### src/rtl/shl_pkg.sv
// ----------------------------------------------------------------------------
// shl_pkg: shared types, constants and saturating arithmetic
// Widths, stage control struct and 64-bit saturating add, subtract and abs
// used by the shoelace area pipeline.
// ----------------------------------------------------------------------------
`default_nettype none

package shl_pkg;

	localparam int COORD_BITS   = 24;
	localparam int DIFF_BITS    = COORD_BITS + 1;
	localparam int PROD_BITS    = 2 * DIFF_BITS;
	localparam int SUM_BITS     = 64;
	localparam int IN_DATA_BITS = ((2 * COORD_BITS + 7) / 8) * 8;

	typedef logic signed [COORD_BITS-1:0] coord_t;
	typedef logic signed [DIFF_BITS-1:0]  diff_t;
	typedef logic signed [PROD_BITS-1:0]  prod_t;
	typedef logic signed [SUM_BITS-1:0]   sum_t;

	localparam sum_t SUM_MAX = {1'b0, {(SUM_BITS-1){1'b1}}};
	localparam sum_t SUM_MIN = {1'b1, {(SUM_BITS-1){1'b0}}};

	// per-item control that rides along the pipeline
	typedef struct packed {
		logic valid;
		logic ring_end;
		logic polygon_end;
		logic geometry_end;
		logic sat;          // some saturation already hit by this item
	} ctl_t;

	typedef struct packed {
		sum_t value;
		logic sat;
	} sat_res_t;

	function automatic sat_res_t sat_add(input sum_t a, input sum_t b);
		logic [SUM_BITS:0] s;
		sat_res_t r;
		s = {a[SUM_BITS-1], a} + {b[SUM_BITS-1], b};
		r.sat = s[SUM_BITS] ^ s[SUM_BITS-1];
		if (r.sat) begin
			r.value = s[SUM_BITS] ? SUM_MIN : SUM_MAX;
		end else begin
			r.value = s[SUM_BITS-1:0];
		end
		return r;
	endfunction

	function automatic sat_res_t sat_sub(input sum_t a, input sum_t b);
		logic [SUM_BITS:0] s;
		sat_res_t r;
		s = {a[SUM_BITS-1], a} - {b[SUM_BITS-1], b};
		r.sat = s[SUM_BITS] ^ s[SUM_BITS-1];
		if (r.sat) begin
			r.value = s[SUM_BITS] ? SUM_MIN : SUM_MAX;
		end else begin
			r.value = s[SUM_BITS-1:0];
		end
		return r;
	endfunction

	function automatic sat_res_t sat_abs(input sum_t a);
		sat_res_t r;
		r.sat = (a == SUM_MIN);
		if (r.sat) begin
			r.value = SUM_MAX;
		end else if (a[SUM_BITS-1]) begin
			r.value = -a;
		end else begin
			r.value = a;
		end
		return r;
	endfunction

endpackage

`default_nettype wire

### src/rtl/polygon_shoelace_area.sv
// ----------------------------------------------------------------------------
// polygon_shoelace_area: streaming doubled area of a multipolygon
// Takes one vertex per transaction and returns twice the total area, with a
// saturation flag, on the transaction that closes the geometry.
// ----------------------------------------------------------------------------
// Usage:
//   Slave channel: one vertex per transaction. tdata holds x then y (signed),
//   tuser[0] closes the ring, tuser[1] closes the polygon, tlast closes the
//   geometry. A polygon end also closes the ring; tlast closes both.
//   Master channel: one transaction per geometry. tdata is the doubled area
//   (signed, 64 bits, clamped), tuser[0] flags that some sum saturated.
//   Path: the tlast vertex loads the input register, then passes the term
//   multiply, ring sum, ring magnitude, polygon combine and total/result
//   register stages in that order.
//   Throughput: one vertex per cycle while s_tready is high. The ring,
//   polygon and total stages each close a loop of one 64-bit saturating add
//   or subtract, so nothing holds a vertex longer.
//   Stalls: vertices keep flowing while a result waits. The pipeline only
//   freezes (s_tready low) when a second result reaches the last stage
//   while the result register is still held by the receiver.
//   Reset: arst_n clears all sums and valid flags; the first vertex after
//   reset, and after every emitted result, starts a fresh geometry.
// ----------------------------------------------------------------------------
`default_nettype none

module polygon_shoelace_area (
	input  wire                              clk,
	input  wire                              arst_n,
	input  wire                              s_tvalid,
	output logic                             s_tready,
	input  wire [shl_pkg::IN_DATA_BITS-1:0]  s_tdata,   // x_coord, y_coord
	input  wire [1:0]                        s_tuser,   // ring_end, polygon_end
	input  wire                              s_tlast,   // geometry_end
	output logic                             m_tvalid,
	input  wire                              m_tready,
	output logic [shl_pkg::SUM_BITS-1:0]     m_tdata,   // double_area
	output logic [0:0]                       m_tuser    // saturated
);

	logic            en;
	logic            stall;

	shl_pkg::ctl_t   ctl_s1;
	shl_pkg::coord_t x_s1;
	shl_pkg::coord_t y_s1;

	shl_pkg::ctl_t   ctl_s2;
	shl_pkg::sum_t   term_s2;
	shl_pkg::ctl_t   ctl_s4;
	shl_pkg::sum_t   mag_s4;
	shl_pkg::ctl_t   ctl_s5;
	shl_pkg::sum_t   poly_s5;

	logic            out_valid_q;
	shl_pkg::sum_t   area_q;
	logic            sat_q;

	// the whole pipeline advances together; bubbles flow through
	assign en       = !stall;
	assign s_tready = en;

	// input register; implied ends resolved here
	always_ff @(posedge clk or negedge arst_n) begin
		if (!arst_n) begin
			ctl_s1 <= '0;
		end else if (en) begin
			ctl_s1.valid        <= s_tvalid;
			ctl_s1.geometry_end <= s_tlast;
			ctl_s1.polygon_end  <= s_tlast | s_tuser[1];
			ctl_s1.ring_end     <= s_tlast | s_tuser[1] | s_tuser[0];
			ctl_s1.sat          <= 1'b0;
		end
	end

	always_ff @(posedge clk) begin
		if (en) begin
			x_s1 <= s_tdata[shl_pkg::COORD_BITS-1:0];
			y_s1 <= s_tdata[2*shl_pkg::COORD_BITS-1:shl_pkg::COORD_BITS];
		end
	end

	shl_term u_term (
		.clk     (clk),
		.arst_n  (arst_n),
		.en      (en),
		.ctl_in  (ctl_s1),
		.x_in    (x_s1),
		.y_in    (y_s1),
		.ctl_s2  (ctl_s2),
		.term_s2 (term_s2)
	);

	shl_ring_acc u_ring_acc (
		.clk     (clk),
		.arst_n  (arst_n),
		.en      (en),
		.ctl_in  (ctl_s2),
		.term_in (term_s2),
		.ctl_s4  (ctl_s4),
		.mag_s4  (mag_s4)
	);

	shl_poly u_poly (
		.clk     (clk),
		.arst_n  (arst_n),
		.en      (en),
		.ctl_in  (ctl_s4),
		.mag_in  (mag_s4),
		.ctl_s5  (ctl_s5),
		.poly_s5 (poly_s5)
	);

	shl_total u_total (
		.clk         (clk),
		.arst_n      (arst_n),
		.en          (en),
		.ctl_in      (ctl_s5),
		.poly_in     (poly_s5),
		.out_ready   (m_tready),
		.stall       (stall),
		.out_valid_q (out_valid_q),
		.area_q      (area_q),
		.sat_q       (sat_q)
	);

	assign m_tvalid   = out_valid_q;
	assign m_tdata    = area_q;
	assign m_tuser[0] = sat_q;

endmodule

`default_nettype wire

### src/rtl/shl_term.sv
// ----------------------------------------------------------------------------
// shl_term: ring vertex history and shoelace term
// Keeps the ring's first x, the last vertex and the y before it, and registers
// (x[k-1] - x0) * (y[k-2] - y[k]) for vertex k of 2 or more, else zero.
// ----------------------------------------------------------------------------
`default_nettype none

module shl_term (
	input  wire                 clk,
	input  wire                 arst_n,
	input  wire                 en,
	input  shl_pkg::ctl_t       ctl_in,
	input  shl_pkg::coord_t     x_in,
	input  shl_pkg::coord_t     y_in,
	output shl_pkg::ctl_t       ctl_s2,
	output shl_pkg::sum_t       term_s2
);

	localparam logic [1:0] CNT_ZERO = 2'd0;
	localparam logic [1:0] CNT_FULL = 2'd2;

	shl_pkg::coord_t first_x_q;
	shl_pkg::coord_t last_x_q;
	shl_pkg::coord_t last_y_q;
	shl_pkg::coord_t blast_y_q;
	logic [1:0]      count_q;

	shl_pkg::diff_t dx;
	shl_pkg::diff_t dy;
	shl_pkg::prod_t prod;
	logic           take;

	assign take = en && ctl_in.valid;

	always_comb begin
		dx   = shl_pkg::diff_t'(last_x_q) - shl_pkg::diff_t'(first_x_q);
		dy   = shl_pkg::diff_t'(blast_y_q) - shl_pkg::diff_t'(y_in);
		prod = shl_pkg::prod_t'(dx) * shl_pkg::prod_t'(dy);
	end

	// vertex history; only read once count reaches two within the ring
	always_ff @(posedge clk) begin
		if (take) begin
			if (count_q == CNT_ZERO) begin
				first_x_q <= x_in;
			end
			blast_y_q <= last_y_q;
			last_y_q  <= y_in;
			last_x_q  <= x_in;
		end
	end

	always_ff @(posedge clk or negedge arst_n) begin
		if (!arst_n) begin
			count_q <= CNT_ZERO;
		end else if (take) begin
			if (ctl_in.ring_end) begin
				count_q <= CNT_ZERO;
			end else if (count_q != CNT_FULL) begin
				count_q <= count_q + 2'd1;
			end
		end
	end

	always_ff @(posedge clk or negedge arst_n) begin
		if (!arst_n) begin
			ctl_s2 <= '0;
		end else if (en) begin
			ctl_s2 <= ctl_in;
		end
	end

	always_ff @(posedge clk) begin
		if (en) begin
			if (count_q == CNT_FULL) begin
				term_s2 <= {{(shl_pkg::SUM_BITS-shl_pkg::PROD_BITS){prod[shl_pkg::PROD_BITS-1]}},
					prod};
			end else begin
				term_s2 <= '0;
			end
		end
	end

endmodule

`default_nettype wire

### src/rtl/shl_ring_acc.sv
// ----------------------------------------------------------------------------
// shl_ring_acc: ring sum accumulation and magnitude
// Stage 3 adds the term into the ring sum; stage 4 takes the saturated
// absolute value of a closed ring.
// ----------------------------------------------------------------------------
`default_nettype none

module shl_ring_acc (
	input  wire                 clk,
	input  wire                 arst_n,
	input  wire                 en,
	input  shl_pkg::ctl_t       ctl_in,
	input  shl_pkg::sum_t       term_in,
	output shl_pkg::ctl_t       ctl_s4,
	output shl_pkg::sum_t       mag_s4
);

	shl_pkg::sum_t    ring_sum_q;
	shl_pkg::ctl_t    ctl_s3;
	shl_pkg::sum_t    ring_s3;
	shl_pkg::sat_res_t acc;
	shl_pkg::sat_res_t mag;
	shl_pkg::ctl_t    ctl_acc;
	shl_pkg::ctl_t    ctl_mag;

	always_comb begin
		acc = shl_pkg::sat_add(ring_sum_q, term_in);
		mag = shl_pkg::sat_abs(ring_s3);
		ctl_acc     = ctl_in;
		ctl_acc.sat = ctl_in.sat | acc.sat;
		ctl_mag     = ctl_s3;
		ctl_mag.sat = ctl_s3.sat | (ctl_s3.ring_end & mag.sat);
	end

	always_ff @(posedge clk or negedge arst_n) begin
		if (!arst_n) begin
			ring_sum_q <= '0;
		end else if (en && ctl_in.valid) begin
			ring_sum_q <= ctl_in.ring_end ? '0 : acc.value;
		end
	end

	always_ff @(posedge clk or negedge arst_n) begin
		if (!arst_n) begin
			ctl_s3 <= '0;
			ctl_s4 <= '0;
		end else if (en) begin
			ctl_s3 <= ctl_acc;
			ctl_s4 <= ctl_mag;
		end
	end

	always_ff @(posedge clk) begin
		if (en) begin
			ring_s3 <= acc.value;
			mag_s4  <= mag.value;
		end
	end

endmodule

`default_nettype wire

### src/rtl/shl_poly.sv
// ----------------------------------------------------------------------------
// shl_poly: polygon combine
// First ring sets the polygon value; each later ring is subtracted.
// ----------------------------------------------------------------------------
`default_nettype none

module shl_poly (
	input  wire                 clk,
	input  wire                 arst_n,
	input  wire                 en,
	input  shl_pkg::ctl_t       ctl_in,
	input  shl_pkg::sum_t       mag_in,
	output shl_pkg::ctl_t       ctl_s5,
	output shl_pkg::sum_t       poly_s5
);

	shl_pkg::sum_t     poly_q;
	logic              first_q;
	shl_pkg::sat_res_t diff;
	shl_pkg::sum_t     poly_val;
	logic              diff_sat;
	shl_pkg::ctl_t     ctl_out;

	always_comb begin
		diff        = shl_pkg::sat_sub(poly_q, mag_in);
		poly_val    = first_q ? mag_in : diff.value;
		diff_sat    = ctl_in.ring_end & ~first_q & diff.sat;
		ctl_out     = ctl_in;
		ctl_out.sat = ctl_in.sat | diff_sat;
	end

	always_ff @(posedge clk or negedge arst_n) begin
		if (!arst_n) begin
			poly_q  <= '0;
			first_q <= 1'b1;
		end else if (en && ctl_in.valid && ctl_in.ring_end) begin
			if (ctl_in.polygon_end) begin
				poly_q  <= '0;
				first_q <= 1'b1;
			end else begin
				poly_q  <= poly_val;
				first_q <= 1'b0;
			end
		end
	end

	always_ff @(posedge clk or negedge arst_n) begin
		if (!arst_n) begin
			ctl_s5 <= '0;
		end else if (en) begin
			ctl_s5 <= ctl_out;
		end
	end

	always_ff @(posedge clk) begin
		if (en) begin
			poly_s5 <= poly_val;
		end
	end

endmodule

`default_nettype wire

### src/rtl/shl_total.sv
// ----------------------------------------------------------------------------
// shl_total: geometry total and result register
// Adds closed polygons into the total, tracks saturation per geometry and
// holds the result until the receiver takes it.
// ----------------------------------------------------------------------------
`default_nettype none

module shl_total (
	input  wire                 clk,
	input  wire                 arst_n,
	input  wire                 en,
	input  shl_pkg::ctl_t       ctl_in,
	input  shl_pkg::sum_t       poly_in,
	input  wire                 out_ready,
	output logic                stall,
	output logic                out_valid_q,
	output shl_pkg::sum_t       area_q,
	output logic                sat_q
);

	shl_pkg::sum_t     total_q;
	logic              sticky_q;
	shl_pkg::sat_res_t tot;
	logic              item_sat;
	logic              take;

	always_comb begin
		tot      = shl_pkg::sat_add(total_q, poly_in);
		item_sat = ctl_in.sat | (ctl_in.polygon_end & tot.sat);
		take     = en && ctl_in.valid;
		// a result can only move on when the result register is free
		stall    = ctl_in.valid && ctl_in.geometry_end && out_valid_q && !out_ready;
	end

	always_ff @(posedge clk or negedge arst_n) begin
		if (!arst_n) begin
			total_q  <= '0;
			sticky_q <= 1'b0;
		end else if (take) begin
			if (ctl_in.geometry_end) begin
				total_q  <= '0;
				sticky_q <= 1'b0;
			end else begin
				if (ctl_in.polygon_end) begin
					total_q <= tot.value;
				end
				sticky_q <= sticky_q | item_sat;
			end
		end
	end

	always_ff @(posedge clk or negedge arst_n) begin
		if (!arst_n) begin
			out_valid_q <= 1'b0;
		end else if (take && ctl_in.geometry_end) begin
			out_valid_q <= 1'b1;
		end else if (out_ready) begin
			out_valid_q <= 1'b0;
		end
	end

	always_ff @(posedge clk) begin
		if (take && ctl_in.geometry_end) begin
			area_q <= tot.value;
			sat_q  <= sticky_q | item_sat;
		end
	end

endmodule

`default_nettype wire
### config.mk
export PLATFORM = sky130hd
export DESIGN_NAME = polygon_shoelace_area
export DESIGN_NICKNAME = d
export VERILOG_FILES = /design/src/rtl/shl_pkg.sv /design/src/rtl/polygon_shoelace_area.sv /design/src/rtl/shl_term.sv /design/src/rtl/shl_ring_acc.sv /design/src/rtl/shl_poly.sv /design/src/rtl/shl_total.sv
export SDC_FILE = /design/constraint.sdc
export NUM_CORES = 2
export LEC_CHECK = 0
export ABC_AREA = 1
export BUFFER_PORTS_ARGS = -buffer_cell sky130_fd_sc_hd__buf_2
export CORE_MARGIN = 2
export CORE_UTILIZATION = 59
export CTS_CLUSTER_DIAMETER = 120
export DETAILED_ROUTE_END_ITERATION = 6
export GPL_TIMING_DRIVEN = 0
export HOLD_SLACK_MARGIN = 0.12
export PLACE_DENSITY = 0.84
export SLEW_MARGIN = 10
export SYNTH_ARGS = -nofsm -noshare
export SYNTH_HDL_FRONTEND = slang
export SYNTH_HIERARCHICAL = 1
export SYNTH_SLANG_ARGS = --single-unit
### constraint.sdc
create_clock -name clk -period 7.6 [get_ports clk]
set_input_delay 1.14 -clock clk [delete_from_list [all_inputs] [get_ports clk]]
set_output_delay 1.14 -clock clk [all_outputs]
set_load 0.1 [all_outputs]
# Yosys cells after proc, flatten, opt, wreduce, memory -nomap -nowiden
# Cells that the tools add are included.
# word_totals
elab_cells,105
romBits,0
ramBits,0
latch_bits,0
inputBits,55
n_memories,0
output_inout_bits,67
register_bits,670
# classes
n_shift,0
bitwise_logic,15
reduce_logical,19
addsub,7
div,0
n_mux,18
mul,1
n_lt_le_gt_ge,0
eq_ne,3
# op_table
operator,n
2-to-1 mux 64 bit,11
adder 64 x 50 -> 65 bit,1
adder 64 x 64 -> 65 bit,1
subtractor 64 x 64 -> 65 bit,1
equality test 64 bit (second input constant),1
negator 64 bit,1
2-to-1 mux 63 bit,1
multiplier 25 x 25 -> 50 bit,1
subtractor 24 x 24 -> 25 bit,2
logical AND 1 bit,9
bitwise OR 1 bit,6
AND reduction 2 bit,3
nonzero test 2 bit,3
bitwise AND 1 bit,4
2-to-1 mux 1 bit,4
2-to-1 mux 2 bit,2
bitwise XOR 1 bit,3
adder 2 x 1 -> 2 bit (second input constant),1
equality test 2 bit (second input constant),1
logical NOT 1 bit,2
logical NOT 2 bit,1
!= test 2 bit (second input constant),1
inverter 1 bit,2
OR reduction 2 bit,1

# Longest topological paths before layout
# logic_depth
word_depth,7
depth_mapped,45
depth_no_buf,44

# By module
# The synthesis kept the hierarchy.
# by_module_without_submodules
mod,seq_area_each_um2,area_per_inst_um2,cells_per_inst,instances
shl_term,4559.4,31642.8,3788,1
shl_ring_acc,5695.5,15095.7,2107,1
shl_poly,3674.8,11224.5,1790,1
shl_total,3603.5,10495.1,1557,1
polygon_shoelace_area,1541.5,1612.8,69,1

# Worst setup path before layout
# No wires, ideal clock.
# synth_path
kind,input port to flip-flop
from,input m_tready
to,register u_total.sticky_q
slack_ps,-863
required_ps,7474
path_stages,7
setup_time_ps,126
n_path_buf,0
arrival_time_ps,8337
cell_sequence,nor2_1 -> inv_2 -> nand2_1 -> nor2_1 -> inv_1 -> o21ai_0 -> a21oi_2
# synth_via
elab_chain_len,4
# synth_rtl
element,line_no,source
"start, declared",polygon_shoelace_area.sv:35,"input wire m_tready,"
logical NOT 1 bit,shl_total.sv:32,stall = ctl_in.valid && ctl_in.geometry_end && out_valid_q && !out_ready;
logical AND 1 bit,shl_total.sv:32,
logical NOT 1 bit,polygon_shoelace_area.sv:59,assign en = !stall;
net s_tready,polygon_shoelace_area.sv:30,"output logic s_tready,"
logical AND 1 bit,shl_total.sv:30,take = en && ctl_in.valid;
"end signal, assigned",shl_total.sv:47,sticky_q <= sticky_q | item_sat;
"end, declared",shl_total.sv:22,logic sticky_q;
# The timed path passes the listed nets, and every way through them passes these cells.
# A chain may end at the register's enable or synchronous reset.

# Worst setup path after layout
# layout_path
from,register y_s1[0]
to,register u_term/term_s2[49] (netlist name)
# layout_via
elab_chain_len,2
# layout_rtl
element,line_no,source
"start, declared",polygon_shoelace_area.sv:45,shl_pkg::coord_t y_s1;
"start signal, assigned",polygon_shoelace_area.sv:78,y_s1 <= s_tdata[2*shl_pkg::COORD_BITS-1:shl_pkg::COORD_BITS];
subtractor 24 x 24 -> 25 bit,shl_term.sv:37,dy = shl_pkg::diff_t'(blast_y_q) - shl_pkg::diff_t'(y_in);
multiplier 25 x 25 -> 50 bit,shl_term.sv:38,prod = shl_pkg::prod_t'(dx) * shl_pkg::prod_t'(dy);
# No other way between the ends.

==> metrics.txt <==
Final setup violation count=34; synth warn=6; DP Area=0.0728 mm^2; Worst Tran Pin Value=1250 ps; Die Span Y=349 um; Multi-input gate area=0.0464 mm^2; Root Buffer=clkbuf_16; RSZ-0062 raised after global routing=yes; Max-slew headroom=0.163; crit end category=flop; crit path DAT=8860 ps; Die ar.=0.121 mm^2; CTS tree=yes; DRT Pass-1 Iters=7; initial core utilization=0.594; syn_nets=10.4k; Longest Clk Path Bufs=3; Routed WL=258000 um; Most common cell on crit path=fa_1; drt first-iter violations=7474; All-Layer GR Usage=0.420; final instance area=0.0804 mm^2; Placer Congestion=1.06; # DRC=2; antenna-violating nets left=0; core footprint=0.118 mm^2; Crit Path Max Fanout=10; Core Rows=126; CP required=8060 ps; crit start category=flop; Syn Inst Count=9307; later-pin clock latency in the skew report=710 ps; register area=0.0190 mm^2; max-cap violations=0; failing checks=design-rule violations, negative setup slack; Final min period=8400 ps; fmax=119 MHz; Slew Viols, Final=0; cts bufs inserted=77; commonest non-fill, non-tap cell in the layout=nand2_1; global-route wire length before repair=381000 um; Cell Count, Final, Fillers Out=11.3k; TNS Setup=-16300 ps; DR WL/cell=22.9 um; DR vias=65.6k; clock slew at the register clock pins of the worst setup and hold paths=60 ps; vias in the first global route=63.9k; worst min-delay path class=input pin to async pin; Ports=122; Worst path slowest cell=fa_1; status=finished, violations left; Syn-to-layout area delta=14.9%; fill count=9664; largest net degree at the start of global routing=189; Cell Count Post-Placement=11.0k; remaining global-route overflow=0; endpoints failing hold=0; CP peak stage delay=690 ps; Final Cycle Share=1.10; initial antenna violation count=13; Layout Nets=10.8k; Syn Area/Cell=7.52 um^2; fraction of layout cells with a size suffix above 1=0.146; clk sinks=671; Final Skew=35.2 ps; via/cell ratio=5.81; Port Buf Inserts=121; hold buffers post-CTS=0; die width=349 um; Synth Cell Area=0.0700 mm^2; most frequent cells in the layout=3118 x nand2_1, 1555 x inv_1, 747 x nor2_1, 618 x fa_1, 451 x edfxtp_1; htree depth=3; Final WS setup=-797 ps; DPL Wire Length=203000 um; Crit Path Category=flop to flop
-- repair_timing --
item | CTS | global route
gates resized for setup | 658 | 285
endpoints found under the setup margin | 39 | 38
buffers inserted | 114 | 52
pin swaps | 174 | 127
gates cloned | 4 | 0
-- worst paths after layout --
kind,from,to,slack [ps],cells after the start
hold / removal,arst_n,u_total/total_q[25],360,1
max in group asynchronous,arst_n,u_ring_acc/ring_sum_q[38],5900,3
setup / recovery,y_s1[0],u_term/term_s2[49],-800,36
setup reg to reg,y_s1[0],u_term/term_s2[49],-800,36
min in group clk,u_term/last_y_q[21],u_term/blast_y_q[21],410,0
hold reg to reg,u_term/last_y_q[21],u_term/blast_y_q[21],410,0
-- metal layers --
layer  GRT usage  share of wire  wire length [um]  vias up
met5           0        0.00035                90        -
met4       0.220          0.066             17100       12
met3       0.108           0.11             29600      981
met2       0.642           0.43            112000     3916
met1       0.551           0.38             99300    31500
li1            -              -                 -    29200
-- registers in the layout, summed over array words and instances, names as in the netlist, 5 cells and up --
name,cells
u_total/area_q,64
x_s1,24
u_ring_acc/mag_s4,64
y_s1,24
u_poly/poly_s5,64
u_term/ctl_s2,5
u_ring_acc/ring_s3,64
u_total/total_q,64
u_poly/poly_q,64
u_ring_acc/ctl_s4,5
u_term/first_x_q,24
u_term/last_x_q,24
u_ring_acc/ring_sum_q,64
u_term/last_y_q,24
u_term/term_s2,50
u_term/blast_y_q,24
-- area by class of cell --
cell class              instances  area share
diodes                          6    0.000187
plain buffers                 202      0.0186
clock buffers                  97      0.0260
clock inverters                47     0.00734
inverters                    1688      0.0800
multi-input cells            6745       0.576
flip-flops and latches        671       0.237
well taps                    1536      0.0239
repair buffers                294      0.0308
-- metrics by stage --
stage	worst slack, ps	utilization	hold slack [ps]
floorplan	38.3	-	400
global placement	-1530	0.615	401
detailed placement	-1820	0.617	405
CTS	-499	0.671	376
global route	-788	0.682	402
finish	-797	0.682	359
-- worst max-delay path: cells and delay by family, from the launching register on --
kind,cells,cell delay (ps)
fa+ha+maj,10,4600
buf+inv,6,740
flops,1,540
simple gates,20,2270
Power is not shown: default switching activity piles up to over one toggle a cycle in this logic, so the estimate is an artifact.
